$ cat config.mk
export PLATFORM = sky130hd
export DESIGN_NAME = random_subset_partial_shuffle_flat
export DESIGN_NICKNAME = d
export VERILOG_FILES = /design/src/design/rsps_pkg.sv /design/src/design/rsps_if.sv /design/src/design/random_subset_partial_shuffle.sv /design/src/flat_wrapper.sv
export SDC_FILE = /design/constraint.sdc
export NUM_CORES = 1
export LEC_CHECK = 0
export BUFFER_PORTS_ARGS = -buffer_cell sky130_fd_sc_hd__buf_2
export CAP_MARGIN = 20
export CORE_ASPECT_RATIO = 0.9
export CORE_MARGIN = 8
export CORE_UTILIZATION = 33
export CTS_BUF_LIST = sky130_fd_sc_hd__clkbuf_4 sky130_fd_sc_hd__clkbuf_8 sky130_fd_sc_hd__clkbuf_16
export DETAILED_ROUTE_END_ITERATION = 10
export PLACE_DENSITY = 0.56
export SETUP_SLACK_MARGIN = 0.4
export SLEW_MARGIN = 0
export SYNTH_ARGS = -nofsm -noshare
export SYNTH_HDL_FRONTEND = slang
export SYNTH_SLANG_ARGS = --single-unit
$ cat constraint.sdc
create_clock -name clk_i -period 7.7 [get_ports clk_i]
set_input_delay 1.54 -clock clk_i [delete_from_list [all_inputs] [get_ports clk_i]]
set_output_delay 1.54 -clock clk_i [all_outputs]
set_load 0.01 [all_outputs]
$ cat src/design/rsps_pkg.sv
package rsps_pkg;

  localparam int unsigned DEPTH       = 16;
  localparam int unsigned IDX_W       = $clog2(DEPTH);
  localparam int unsigned LEN_W       = IDX_W + 1;
  localparam int unsigned VALUE_WIDTH = 32;
  localparam int unsigned WORD_W      = 32;
  localparam int unsigned CNT_W       = $clog2(WORD_W);
  localparam int unsigned CFG_IDX_W   = 2;
  localparam int unsigned CFG_DATA_W  = 32;

  localparam logic [LEN_W-1:0] LENGTH_RESET = LEN_W'(16);
  localparam logic [LEN_W-1:0] SUBSET_RESET = LEN_W'(5);

  typedef enum logic [1:0] {
    OP_LOAD    = 2'd0,
    OP_READ    = 2'd1,
    OP_RESTART = 2'd2,
    OP_DRAW    = 2'd3
  } op_e;

  typedef enum logic [1:0] {
    STAT_OK    = 2'd0,
    STAT_DONE  = 2'd1,
    STAT_RANGE = 2'd2
  } status_e;

  localparam logic [CFG_IDX_W-1:0] REG_ARRAY_LENGTH = CFG_IDX_W'(0);
  localparam logic [CFG_IDX_W-1:0] REG_SUBSET_SIZE  = CFG_IDX_W'(1);

endpackage

$ cat src/design/rsps_if.sv
interface rsps_in_if;
  logic                                      valid;
  logic                                      ready;
  rsps_pkg::op_e                             operation;
  logic [rsps_pkg::IDX_W-1:0]                index;
  logic signed [rsps_pkg::VALUE_WIDTH-1:0]   value;
  logic [rsps_pkg::WORD_W-1:0]               random_word;

  modport source (output valid, operation, index, value, random_word, input ready);
  modport sink   (input valid, operation, index, value, random_word, output ready);
endinterface

interface rsps_out_if;
  logic                                      valid;
  logic                                      ready;
  rsps_pkg::status_e                         status;
  logic [rsps_pkg::IDX_W-1:0]                position_used;
  logic [rsps_pkg::IDX_W-1:0]                chosen_index;
  logic signed [rsps_pkg::VALUE_WIDTH-1:0]   data_value;
  logic                                      subset_done;

  modport source (output valid, status, position_used, chosen_index, data_value, subset_done,
                  input ready);
  modport sink   (input valid, status, position_used, chosen_index, data_value, subset_done,
                  output ready);
endinterface

interface rsps_cfg_if;
  logic                                valid;
  logic                                ready;
  logic [rsps_pkg::CFG_IDX_W-1:0]      index;
  logic [rsps_pkg::CFG_DATA_W-1:0]     data;

  modport source (output valid, index, data, input ready);
  modport sink   (input valid, index, data, output ready);
endinterface

$ cat src/design/random_subset_partial_shuffle.sv
// Partial Fisher-Yates shuffle over a 16-entry element store. One word in
// gives one word out. Load, read, restart, finished draws and out-of-range
// words go from acceptance to the finish state and from there into the
// output register. A draw step first runs the serial remainder unit,
// which takes one bit of random_word per cycle and gives random_word mod
// (length - position), then reads the entries at the draw position and at
// the chosen index from the element memory, writes them back swapped, and
// passes through the finish state into the output register. The block
// accepts no new word until the current one has been placed in the output
// register, so a stalled output adds its stall cycles.
// Configuration writes are always taken and must only be issued while the
// block is idle.
module random_subset_partial_shuffle (
  input  logic        clk_i,
  input  logic        rst_ni,
  rsps_in_if.sink     in_i,
  rsps_out_if.source  out_o,
  rsps_cfg_if.sink    cfg_i
);

  typedef enum logic [6:0] {
    ST_IDLE = 7'b0000001,
    ST_DIV  = 7'b0000010,
    ST_RDP  = 7'b0000100,
    ST_RDJ  = 7'b0001000,
    ST_WRP  = 7'b0010000,
    ST_WRJ  = 7'b0100000,
    ST_FIN  = 7'b1000000
  } state_e;

  localparam int unsigned IW = rsps_pkg::IDX_W;
  localparam int unsigned LW = rsps_pkg::LEN_W;
  localparam int unsigned VW = rsps_pkg::VALUE_WIDTH;
  localparam int unsigned WW = rsps_pkg::WORD_W;
  localparam int unsigned CW = rsps_pkg::CNT_W;

  state_e state_q, state_d;

  logic [LW-1:0] array_length_q, subset_size_q;
  logic [LW-1:0] pos_q, pos_d;

  // serial remainder unit
  logic [WW-1:0] word_q, word_d;
  logic [IW-1:0] rem_q, rem_d;
  logic [LW-1:0] span_q, span_d;
  logic [CW-1:0] cnt_q, cnt_d;
  logic [LW-1:0] trial;
  logic [IW-1:0] rem_step;

  // per-word result staging
  rsps_pkg::status_e status_q, status_d;
  logic [IW-1:0]     posu_q, posu_d;
  logic [IW-1:0]     j_q, j_d;
  logic              dsel_q, dsel_d;

  // element memory and its registered read data
  logic [VW-1:0] mem_q [rsps_pkg::DEPTH];
  logic [VW-1:0] rd_q;
  logic [VW-1:0] tmp_q;
  logic          mem_we, mem_re;
  logic [IW-1:0] mem_waddr, mem_raddr;
  logic [VW-1:0] mem_wdata;

  // output register
  logic              out_valid_q;
  rsps_pkg::status_e out_status_q;
  logic [IW-1:0]     out_pos_q, out_chosen_q;
  logic [VW-1:0]     out_data_q;
  logic              out_done_q;

  logic [LW-1:0] len;
  logic          done_now;
  logic          in_acc;
  logic          idx_bad;
  logic          out_load;

  assign len      = (array_length_q > LW'(rsps_pkg::DEPTH)) ? LW'(rsps_pkg::DEPTH)
                                                            : array_length_q;
  assign done_now = (pos_q >= subset_size_q) || (pos_q >= len);
  assign in_acc   = in_i.valid && in_i.ready;
  assign idx_bad  = {1'b0, in_i.index} >= len;
  assign out_load = (state_q == ST_FIN) && (!out_valid_q || out_o.ready);

  assign in_i.ready  = (state_q == ST_IDLE);
  assign cfg_i.ready = 1'b1;

  assign trial    = {rem_q, word_q[WW-1]};
  assign rem_step = (trial >= span_q) ? IW'(trial - span_q) : IW'(trial);

  always_comb begin
    state_d   = state_q;
    pos_d     = pos_q;
    word_d    = word_q;
    rem_d     = rem_q;
    span_d    = span_q;
    cnt_d     = cnt_q;
    status_d  = status_q;
    posu_d    = posu_q;
    j_d       = j_q;
    dsel_d    = dsel_q;
    mem_we    = 1'b0;
    mem_re    = 1'b0;
    mem_waddr = in_i.index;
    mem_raddr = in_i.index;
    mem_wdata = in_i.value;

    case (state_q)
      ST_IDLE: begin
        if (in_acc) begin
          status_d = rsps_pkg::STAT_OK;
          posu_d   = '0;
          j_d      = '0;
          dsel_d   = 1'b0;
          state_d  = ST_FIN;
          case (in_i.operation)
            rsps_pkg::OP_LOAD: begin
              if (idx_bad) begin
                status_d = rsps_pkg::STAT_RANGE;
              end else begin
                mem_we = 1'b1;
              end
            end
            rsps_pkg::OP_READ: begin
              if (idx_bad) begin
                status_d = rsps_pkg::STAT_RANGE;
              end else begin
                mem_re = 1'b1;
                dsel_d = 1'b1;
              end
            end
            rsps_pkg::OP_RESTART: begin
              pos_d = '0;
            end
            rsps_pkg::OP_DRAW: begin
              if (done_now) begin
                status_d = rsps_pkg::STAT_DONE;
              end else begin
                word_d  = in_i.random_word;
                rem_d   = '0;
                span_d  = len - pos_q;
                cnt_d   = CW'(WW - 1);
                posu_d  = pos_q[IW-1:0];
                state_d = ST_DIV;
              end
            end
            default: begin
              status_d = rsps_pkg::STAT_OK;
            end
          endcase
        end
      end
      ST_DIV: begin
        rem_d  = rem_step;
        word_d = {word_q[WW-2:0], 1'b0};
        cnt_d  = cnt_q - CW'(1);
        if (cnt_q == '0) begin
          state_d = ST_RDP;
        end
      end
      ST_RDP: begin
        j_d       = posu_q + rem_q;
        mem_re    = 1'b1;
        mem_raddr = posu_q;
        state_d   = ST_RDJ;
      end
      ST_RDJ: begin
        mem_re    = 1'b1;
        mem_raddr = j_q;
        state_d   = ST_WRP;
      end
      ST_WRP: begin
        mem_we    = 1'b1;
        mem_waddr = posu_q;
        mem_wdata = rd_q;
        state_d   = ST_WRJ;
      end
      ST_WRJ: begin
        mem_we    = 1'b1;
        mem_waddr = j_q;
        mem_wdata = tmp_q;
        dsel_d    = 1'b1;
        pos_d     = pos_q + LW'(1);
        state_d   = ST_FIN;
      end
      ST_FIN: begin
        if (out_load) begin
          state_d = ST_IDLE;
        end
      end
      default: begin
        state_d = ST_IDLE;
      end
    endcase
  end

  always_ff @(posedge clk_i or negedge rst_ni) begin
    if (!rst_ni) begin
      state_q        <= ST_IDLE;
      pos_q          <= '0;
      array_length_q <= rsps_pkg::LENGTH_RESET;
      subset_size_q  <= rsps_pkg::SUBSET_RESET;
      out_valid_q    <= 1'b0;
    end else begin
      state_q <= state_d;
      pos_q   <= pos_d;
      if (cfg_i.valid && cfg_i.ready) begin
        if (cfg_i.index == rsps_pkg::REG_ARRAY_LENGTH) begin
          array_length_q <= cfg_i.data[LW-1:0];
        end else if (cfg_i.index == rsps_pkg::REG_SUBSET_SIZE) begin
          subset_size_q <= cfg_i.data[LW-1:0];
        end
      end
      if (out_load) begin
        out_valid_q <= 1'b1;
      end else if (out_o.ready) begin
        out_valid_q <= 1'b0;
      end
    end
  end

  always_ff @(posedge clk_i) begin
    word_q   <= word_d;
    rem_q    <= rem_d;
    span_q   <= span_d;
    cnt_q    <= cnt_d;
    status_q <= status_d;
    posu_q   <= posu_d;
    j_q      <= j_d;
    dsel_q   <= dsel_d;
    if (state_q == ST_RDJ) begin
      tmp_q <= rd_q;
    end
    if (out_load) begin
      out_status_q <= status_q;
      out_pos_q    <= posu_q;
      out_chosen_q <= j_q;
      out_data_q   <= dsel_q ? rd_q : '0;
      out_done_q   <= done_now;
    end
  end

  // element memory: one write port, one registered read port
  always_ff @(posedge clk_i) begin
    if (mem_we) begin
      mem_q[mem_waddr] <= mem_wdata;
    end
    if (mem_re) begin
      rd_q <= mem_q[mem_raddr];
    end
  end

  assign out_o.valid         = out_valid_q;
  assign out_o.status        = out_status_q;
  assign out_o.position_used = out_pos_q;
  assign out_o.chosen_index  = out_chosen_q;
  assign out_o.data_value    = out_data_q;
  assign out_o.subset_done   = out_done_q;

`ifndef SYNTH
  a_rem_in_range: assert property (@(posedge clk_i) disable iff (!rst_ni)
    (state_q == ST_DIV) |-> ({1'b0, rem_q} < span_q))
    else $error("remainder not below span");

  a_pos_bound: assert property (@(posedge clk_i) disable iff (!rst_ni)
    pos_q <= LW'(rsps_pkg::DEPTH))
    else $error("draw position beyond depth");

  a_chosen_ge_pos: assert property (@(posedge clk_i) disable iff (!rst_ni)
    out_valid_q |-> (out_chosen_q >= out_pos_q))
    else $error("chosen index below draw position");

  a_draw_advances: assert property (@(posedge clk_i) disable iff (!rst_ni)
    (state_q == ST_WRJ) |=> (pos_q == $past(pos_q) + LW'(1)))
    else $error("draw did not advance position");
`endif

endmodule
$ cat src/flat_wrapper.sv
// flat-port wrapper written by rule: the top's interface ports become plain ports
module random_subset_partial_shuffle_flat 
  (clk_i, rst_ni, in_i_valid, in_i_operation, in_i_index, in_i_value, in_i_random_word, in_i_ready, out_o_valid, out_o_status, out_o_position_used, out_o_chosen_index, out_o_data_value, out_o_subset_done, out_o_ready, cfg_i_valid, cfg_i_index, cfg_i_data, cfg_i_ready);
  rsps_in_if in_i_i ();
  rsps_out_if out_o_i ();
  rsps_cfg_if cfg_i_i ();
  input  logic clk_i;
  input  logic rst_ni;
  input wire logic [$bits(in_i_i.valid)-1:0] in_i_valid;
  input wire logic [$bits(in_i_i.operation)-1:0] in_i_operation;
  input wire logic [$bits(in_i_i.index)-1:0] in_i_index;
  input wire logic [$bits(in_i_i.value)-1:0] in_i_value;
  input wire logic [$bits(in_i_i.random_word)-1:0] in_i_random_word;
  output wire logic [$bits(in_i_i.ready)-1:0] in_i_ready;
  output wire logic [$bits(out_o_i.valid)-1:0] out_o_valid;
  output wire logic [$bits(out_o_i.status)-1:0] out_o_status;
  output wire logic [$bits(out_o_i.position_used)-1:0] out_o_position_used;
  output wire logic [$bits(out_o_i.chosen_index)-1:0] out_o_chosen_index;
  output wire logic [$bits(out_o_i.data_value)-1:0] out_o_data_value;
  output wire logic [$bits(out_o_i.subset_done)-1:0] out_o_subset_done;
  input wire logic [$bits(out_o_i.ready)-1:0] out_o_ready;
  input wire logic [$bits(cfg_i_i.valid)-1:0] cfg_i_valid;
  input wire logic [$bits(cfg_i_i.index)-1:0] cfg_i_index;
  input wire logic [$bits(cfg_i_i.data)-1:0] cfg_i_data;
  output wire logic [$bits(cfg_i_i.ready)-1:0] cfg_i_ready;
  assign in_i_i.valid = in_i_valid;
  assign in_i_i.operation = in_i_operation;
  assign in_i_i.index = in_i_index;
  assign in_i_i.value = in_i_value;
  assign in_i_i.random_word = in_i_random_word;
  assign in_i_ready = in_i_i.ready;
  assign out_o_valid = out_o_i.valid;
  assign out_o_status = out_o_i.status;
  assign out_o_position_used = out_o_i.position_used;
  assign out_o_chosen_index = out_o_i.chosen_index;
  assign out_o_data_value = out_o_i.data_value;
  assign out_o_subset_done = out_o_i.subset_done;
  assign out_o_i.ready = out_o_ready;
  assign cfg_i_i.valid = cfg_i_valid;
  assign cfg_i_i.index = cfg_i_index;
  assign cfg_i_i.data = cfg_i_data;
  assign cfg_i_ready = cfg_i_i.ready;
  random_subset_partial_shuffle u_core (.clk_i(clk_i), .rst_ni(rst_ni), .in_i(in_i_i), .out_o(out_o_i), .cfg_i(cfg_i_i));
endmodule
# ---- After elaboration in Yosys (flattened, before gate mapping)
# Memories as Yosys holds them, arrays and structs flattened. A register that Yosys moved wholly into a read port is not among the register bits.
# Cells that the tools add are included.
dict set report classes {
  reduce_logical 25
  magnitude_cmp 5
  bitwise 3
  mux 44
  n_addsub 5
  eq_ne 17
}
# operator count
set op_table {}
lappend op_table {{case mux 32 bit (2 select lines)} 2}
lappend op_table {{2-to-1 mux 32 bit} 3}
lappend op_table {{case mux 7 bit (7 select lines)} 1}
lappend op_table {{2-to-1 mux 7 bit} 5}
lappend op_table {{case mux 4 bit (2 select lines)} 4}
lappend op_table {{2-to-1 mux 5 bit} 6}
lappend op_table {{2-to-1 mux 4 bit} 5}
lappend op_table {{case mux 5 bit (2 select lines)} 2}
lappend op_table {{>= comparator 5 bit} 3}
lappend op_table {{2-to-1 mux 1 bit} 11}
lappend op_table {{AND reduction 3 bit} 3}
lappend op_table {{inequality test 2 bit (second input constant)} 4}
lappend op_table {{AND reduction 2 bit} 4}
lappend op_table {{AND reduction 4 bit} 2}
lappend op_table {{nonzero test 2 bit} 4}
lappend op_table {{OR reduction 2 bit} 4}
lappend op_table {{== test 7 x 1 -> 1 bit (second input constant)} 1}
lappend op_table {{== test 7 x 2 -> 1 bit (second input constant)} 1}
lappend op_table {{== test 7 x 3 -> 1 bit (second input constant)} 1}
lappend op_table {{== test 7 x 4 -> 1 bit (second input constant)} 1}
lappend op_table {{== test 7 x 5 -> 1 bit (second input constant)} 1}
lappend op_table {{== test 7 x 6 -> 1 bit (second input constant)} 1}
lappend op_table {{== test 7 bit (second input constant)} 1}
lappend op_table {{case mux 1 bit (2 select lines)} 3}
lappend op_table {{18 further kinds} 26}
dict set report word_totals {
  output_inout_bits 46
  ram_bits 512
  word_cells 119
  register_bits 155
  n_memories 1
}
# memory depth word_bits read_ports rd_clocked_by_memory_dff wr line
set memory_table {}
lappend memory_table {u_core.mem_q 16 32 1 1 1 random_subset_partial_shuffle.sv:57} ;# logic [VW-1:0] mem_q [rsps_pkg::DEPTH];

# ---- Depth between registers and ports, before layout
dict set report logic_depth {
  depth_word 9
  mapped_depth 11
  mapped_depth_nobuf 11
}

# ---- Worst setup path after synthesis
# No wires, ideal clock.
dict set report synth_timing {
  kind {input -> register}
  startpoint {input port in_i_index[0]}
  endpoint {register u_core.rd_q[0], read port of u_core.mem_q, enable pin}
  slack_ns 2.295
  t_arrival_ns 4.939
  required_ns 7.234
  stages 9
  n_path_buf 0
  setup_time_ns 0.466
  cell_sequence {inv_1 -> ha_1 -> nand2b_1 -> a21o_1 -> a21oi_1 -> nor2_1 -> o21ai_0 -> nand3b_1 -> o21ai_0}
}
dict set report synth_via {
  elab_chain_len 5
  word_cells_on_any_way 6
  cone_classes {order compare: 1; mux: 5}
}
# item line
set synth_rtl {}
lappend synth_rtl {{from (decl)} flat_wrapper.sv:11} ;# input wire logic [$bits(in_i_i.index)-1:0] in_i_index;
lappend synth_rtl {{>= comparator 4 x 5 -> 1 bit} random_subset_partial_shuffle.sv:81} ;# assign idx_bad = {1'b0, in_i.index} >= len;
lappend synth_rtl {{2-to-1 mux 1 bit} random_subset_partial_shuffle.sv:124} ;# if (idx_bad) begin
lappend synth_rtl {{2-to-1 mux 1 bit} random_subset_partial_shuffle.sv:115} ;# case (in_i.operation)
lappend synth_rtl {{2-to-1 mux 1 bit} random_subset_partial_shuffle.sv:109} ;# if (in_acc) begin
lappend synth_rtl {{case mux 1 bit (2 select lines)} random_subset_partial_shuffle.sv:107} ;# case (state_q)
lappend synth_rtl {{named net u_core.mem_re} random_subset_partial_shuffle.sv:60} ;# logic mem_we, mem_re;
lappend synth_rtl {{to (decl)} random_subset_partial_shuffle.sv:58} ;# logic [VW-1:0] rd_q;
# The timed path passes the listed nets, and every way through them passes these cells.
# A chain may end at the register's enable or synchronous reset.

# ---- Final worst setup path
dict set report layout_timing {
  startpoint {input port in_i_index[1]}
  endpoint {register u_core.rd_q[26], read port of u_core.mem_q, data pin}
}
dict set report layout_via {
  elab_chain_len 5
  word_cells_on_any_way 6
  cone_classes {order compare: 1; mux: 5}
}
# item line
set layout_rtl {}
lappend layout_rtl {{>= comparator 4 x 5 -> 1 bit} random_subset_partial_shuffle.sv:81}
lappend layout_rtl {{2-to-1 mux 1 bit} random_subset_partial_shuffle.sv:124}
lappend layout_rtl {{2-to-1 mux 1 bit} random_subset_partial_shuffle.sv:115}
lappend layout_rtl {{2-to-1 mux 1 bit} random_subset_partial_shuffle.sv:109}
lappend layout_rtl {{case mux 1 bit (2 select lines)} random_subset_partial_shuffle.sv:107}
# Several ways; a longest one is shown, not always the timed one.

==> results by group <==
Run status
  – Status: finished, final reports clean

Timing
  – Setup total negative slack: 0 ps
  – Final period utilization: a little under three fifths
  – Tightest Pin Transition: about 1100 ps
  – Slew Limit Fails: 0
  – Worst clock skew: roughly 26 ps
  – Slew margin rel.: between 20% and 30%
  – Unrepaired setup endpoints after global routing: false
  – Maximum clock frequency: 0.227 GHz
  – Crit path time final: 4400 ps
  – Final-report hold violation count: 0
  – Hold Slack: between 400 and 500 ps
  – Final setup viols: 0

Global route
  – Initial antenna violation count: 3
  – First-pass GRT wire length: about 110,000 um
  – Grt total ovfl: 0
  – Total Routing Usage GR: about 15%
  – Largest net degree at the start of global routing: between 60 and 70
  – Vias in the first global route: approximately 16,000

Power and ir drop
  – Total leakage power: ~11 nW
  – Gate power share: roughly 8.0%
  – Sw power: 2.03 mW
  – Clock share of power: about two fifths
  – Switch share: approximately a quarter
  – Sequential share of power: approximately half
  – Worst IR Drop VDD: 182 uV
  – Cell area power density: 267 nW/um^2
  – Pint: 6.64 mW

Clock network
  – Htree depth: 3
  – Clock Latency Late Sink: 640 ps
  – CTS tree: done
  – Clk sinks: 699
  – Number of CTS-inserted buffers: 74
  – Clock tree buffer depth: 3
  – Post CTS Setup Buffer Count: 0
  – Post-cts resize count: 0
  – # hold bufs at CTS: 0
  – Root Driver: clkbuf_16
  – Reg clk slew, reported paths: about 60 ps

Setup path
  – Req. time, crit path: ~8100 ps
  – Worst setup SP type: input port
  – CP Max Fanout: 20
  – Worst path arrival time: ~4800 ps
  – Setup Crit Path Kind: input port to register
  – CP endpoint kind: register

Placed design
  – Final HPWL DP: approximately 40,000 um
  – Placer Congestion: roughly 0.78
  – Port buffer count: 126
  – Placed cell area: 30,000 um^2

Detailed routing
  – Post-DRT Antenna Nets: 0
  – DR vias: 15,900
  – Routed WL: ~71,000 um
  – Routed wire length per instance: around 22 um
  – Via density: about 5.0
  – DRT iter0 DRCs: roughly 1,300
  – Remaining routing DRC violations: 0
  – First-pass iteration count of the detailed router: 5

Synthesis
  – Post-Syn Area: between 20,000 and 30,000 um^2
  – Seq cells post-synth: 699
  – Synth Net Count: ~2,000
  – Seq/Total Area, Yosys: approximately three quarters
  – Leading register cell type out of synthesis: edfxtp_1
  – Cell count after synthesis: approximately 1,800
  – Post-synth EDFFs: between 600 and 700
  – Syn avg cell area: 15.2 um^2
  – Dominant cell type by area after synthesis: edfxtp_1
  – Post-synth ARST share: 3.29%
  – Netlist cell types: between 60 and 70
  – Leading cell types by total area after synthesis: edfxtp_1, nand2_1, mux2i_1
  – Top-area cell type share of the netlist area: between 70% and 80%
  – Syn. warnings: 0

Job
  – Max-Cap Viols: 0

Die
  – Core Region: ~84,000 um^2
  – Die Y: between 200 and 300 um
  – Row count: about 100
  – Ports: 155
  – Die area: between 90,000 and 100,000 um^2
  – Die X: 323 um
  – Starting density of the core: roughly a third

Min path
  – Hold crit path type: register to register

Cells and area
  – # diodes: 0
  – Nets@finish: between 2,000 and 2,500
  – Design area: between 30,000 and 40,000 um^2
  – # fillers: about 8,000
  – Share of layout cells above drive strength 1: 16.9%
  – Area growth from synthesis to layout: 16.0%
-- area by class of cell --
class / count / area [um^2] / area share [%]
well taps: 1133 / 1420 / 4.36
multi-input cells: 1004 / 6660 / 20.5
repair buffers: 169 / 953 / 2.93
flip-flops and latches: 699 / 20900 / 64.3
inverters: 37 / 139 / 0.427
clock inverters: 47 / 500 / 1.54
clock buffers: 86 / 1940 / 5.98
-- kinds of logic (layout without fill, tap and decap cells) --
| group | after synthesis | in the layout | synth area share [%] |
|---|---|---|---|
| muxes | 140 | 140 | 5.04 |
| DFF | 699 | 699 | 74.5 |
| AOI/OAI and AO/OA | 213 | 213 | 6.32 |
| and+or+nand+nor | 609 | 609 | 9.92 |
| xor gates and xnor gates | 13 | 13 | 0.406 |
| buffers and inverters | 134 | 339 | 2.42 |
| adders and majority gates | 28 | 28 | 1.33 |
| other | 1 | 1 | 0.0134 |
-- routing by layer --
layer	up-vias	global-route usage [%]	part of all wire [%]
met5	-	0	0
met4	0	3.94	2.2
met3	107	2.75	5.7
met2	446	23.7	46
met1	8088	20.7	46
li1	7266	-	-
-- metrics by stage --
stage / power (mW) / setup WS, ps / utilization [%] / cells
6_report: 8.67 / 3300 / 38.5 / 3175
5_1_grt: 8.98 / 3130 / 38.5 / 3175
4_1_cts: 8.77 / 3310 / 38.5 / 3175
3_5_place_dp: 5.20 / 2640 / 35.6 / 3042
3_3_place_gp: 5.18 / 2650 / 35.6 / 3042
2_1_floorplan: 4.92 / 2300 / - / 1837
-- path summary, 6_finish.rpt --
| path | end | cells past startpoint | slack (ps) | from |
|---|---|---|---|---|
| max in group asynchronous | u_core.state_q[0] | 1 | 6420 | rst_ni |
| hold / removal | u_core.out_o.status[1] | 0 | 420 | u_core.status_q[1] |
| min in group asynchronous | u_core.array_length_q[1] | 1 | 900 | rst_ni |
| hold reg to reg | u_core.out_o.status[1] | 0 | 420 | u_core.status_q[1] |
| setup reg to reg | u_core.mem_q[10][24] | 9 | 3370 | u_core.state_q[6] |
| setup / recovery | u_core.rd_q[26] | 10 | 3300 | in_i_index[1] |
-- worst max-delay path, cell delays in order --
cell and delay, ps:
buf_2 150, inv_1 60, a32oi_1 150, nor2b_1 110, or2_1 580, buf_4 420
nor3b_4 920, buf_4 490, a32oi_1 100, and4_1 220
-- power groups by stage --
| stage | sequential (mW) | combinational (mW) | clock, mW |
|---|---|---|---|
| 3_5_place_dp | 4.49 | 0.706 | 0 |
| 4_1_cts | 4.42 | 0.709 | 3.65 |
| 3_3_place_gp | 4.49 | 0.690 | 0 |
| 6_report | 4.41 | 0.694 | 3.56 |
| 5_1_grt | 4.42 | 0.769 | 3.79 |
| 2_1_floorplan | 4.48 | 0.442 | 0 |
-- state kept, by name, indices dropped and copies added, names as in the netlist, 5 cells and up --
| signal | cells |
|---|---|
| u_core.array_length_q | 5 |
| u_core.cnt_q | 5 |
| u_core.mem_q | 512 |
| u_core.out_o.data_value | 32 |
| u_core.pos_q | 5 |
| u_core.rd_q | 32 |
| u_core.span_q | 5 |
| u_core.state_q | 7 |
| u_core.subset_size_q | 5 |
| u_core.tmp_q | 32 |
| u_core.word_q | 32 |
-- Yosys cell counts, drive strengths merged (3+ instances only) --
| master | n |
|---|---|
| edfxtp | 676 |
| nand2 | 440 |
| mux2i | 131 |
| a32oi | 129 |
| buf | 62 |
| nor2 | 46 |
| inv | 37 |
| a22oi | 35 |
| and2 | 35 |
| clkbuf | 35 |
| and4 | 32 |
| ha | 25 |
| dfrtp | 19 |
| xnor2 | 12 |
| nor2b | 11 |
| o21ai | 11 |
| a21oi | 9 |
| mux2 | 9 |
| and3 | 7 |
| a21o | 6 |
| nand3 | 6 |
| nor3b | 5 |
| dfstp | 4 |
| nand4 | 4 |
| nor3 | 4 |
| or2 | 4 |
| a211oi | 3 |
| a31o | 3 |
| a32o | 3 |
| fa | 3 |
| nand2b | 3 |
| nand3b | 3 |
| nand4b | 3 |
| o211ai | 3 |
-- cell usage in the layout, fill, tap and decap left out, types with 16 or more instances in the layout --
master and instances:
a22oi_1 35, nor2_4 16, buf_4 43, inv_1 36, clkbuf_16 74, a32oi_1 129
mux2i_1 131, nor2_1 30, edfxtp_1 676, nand2_1 440, and4_1 32, and2_1 35
dfrtp_1 19, ha_1 25, buf_2 126
Power figures use the tool's default switching activity.
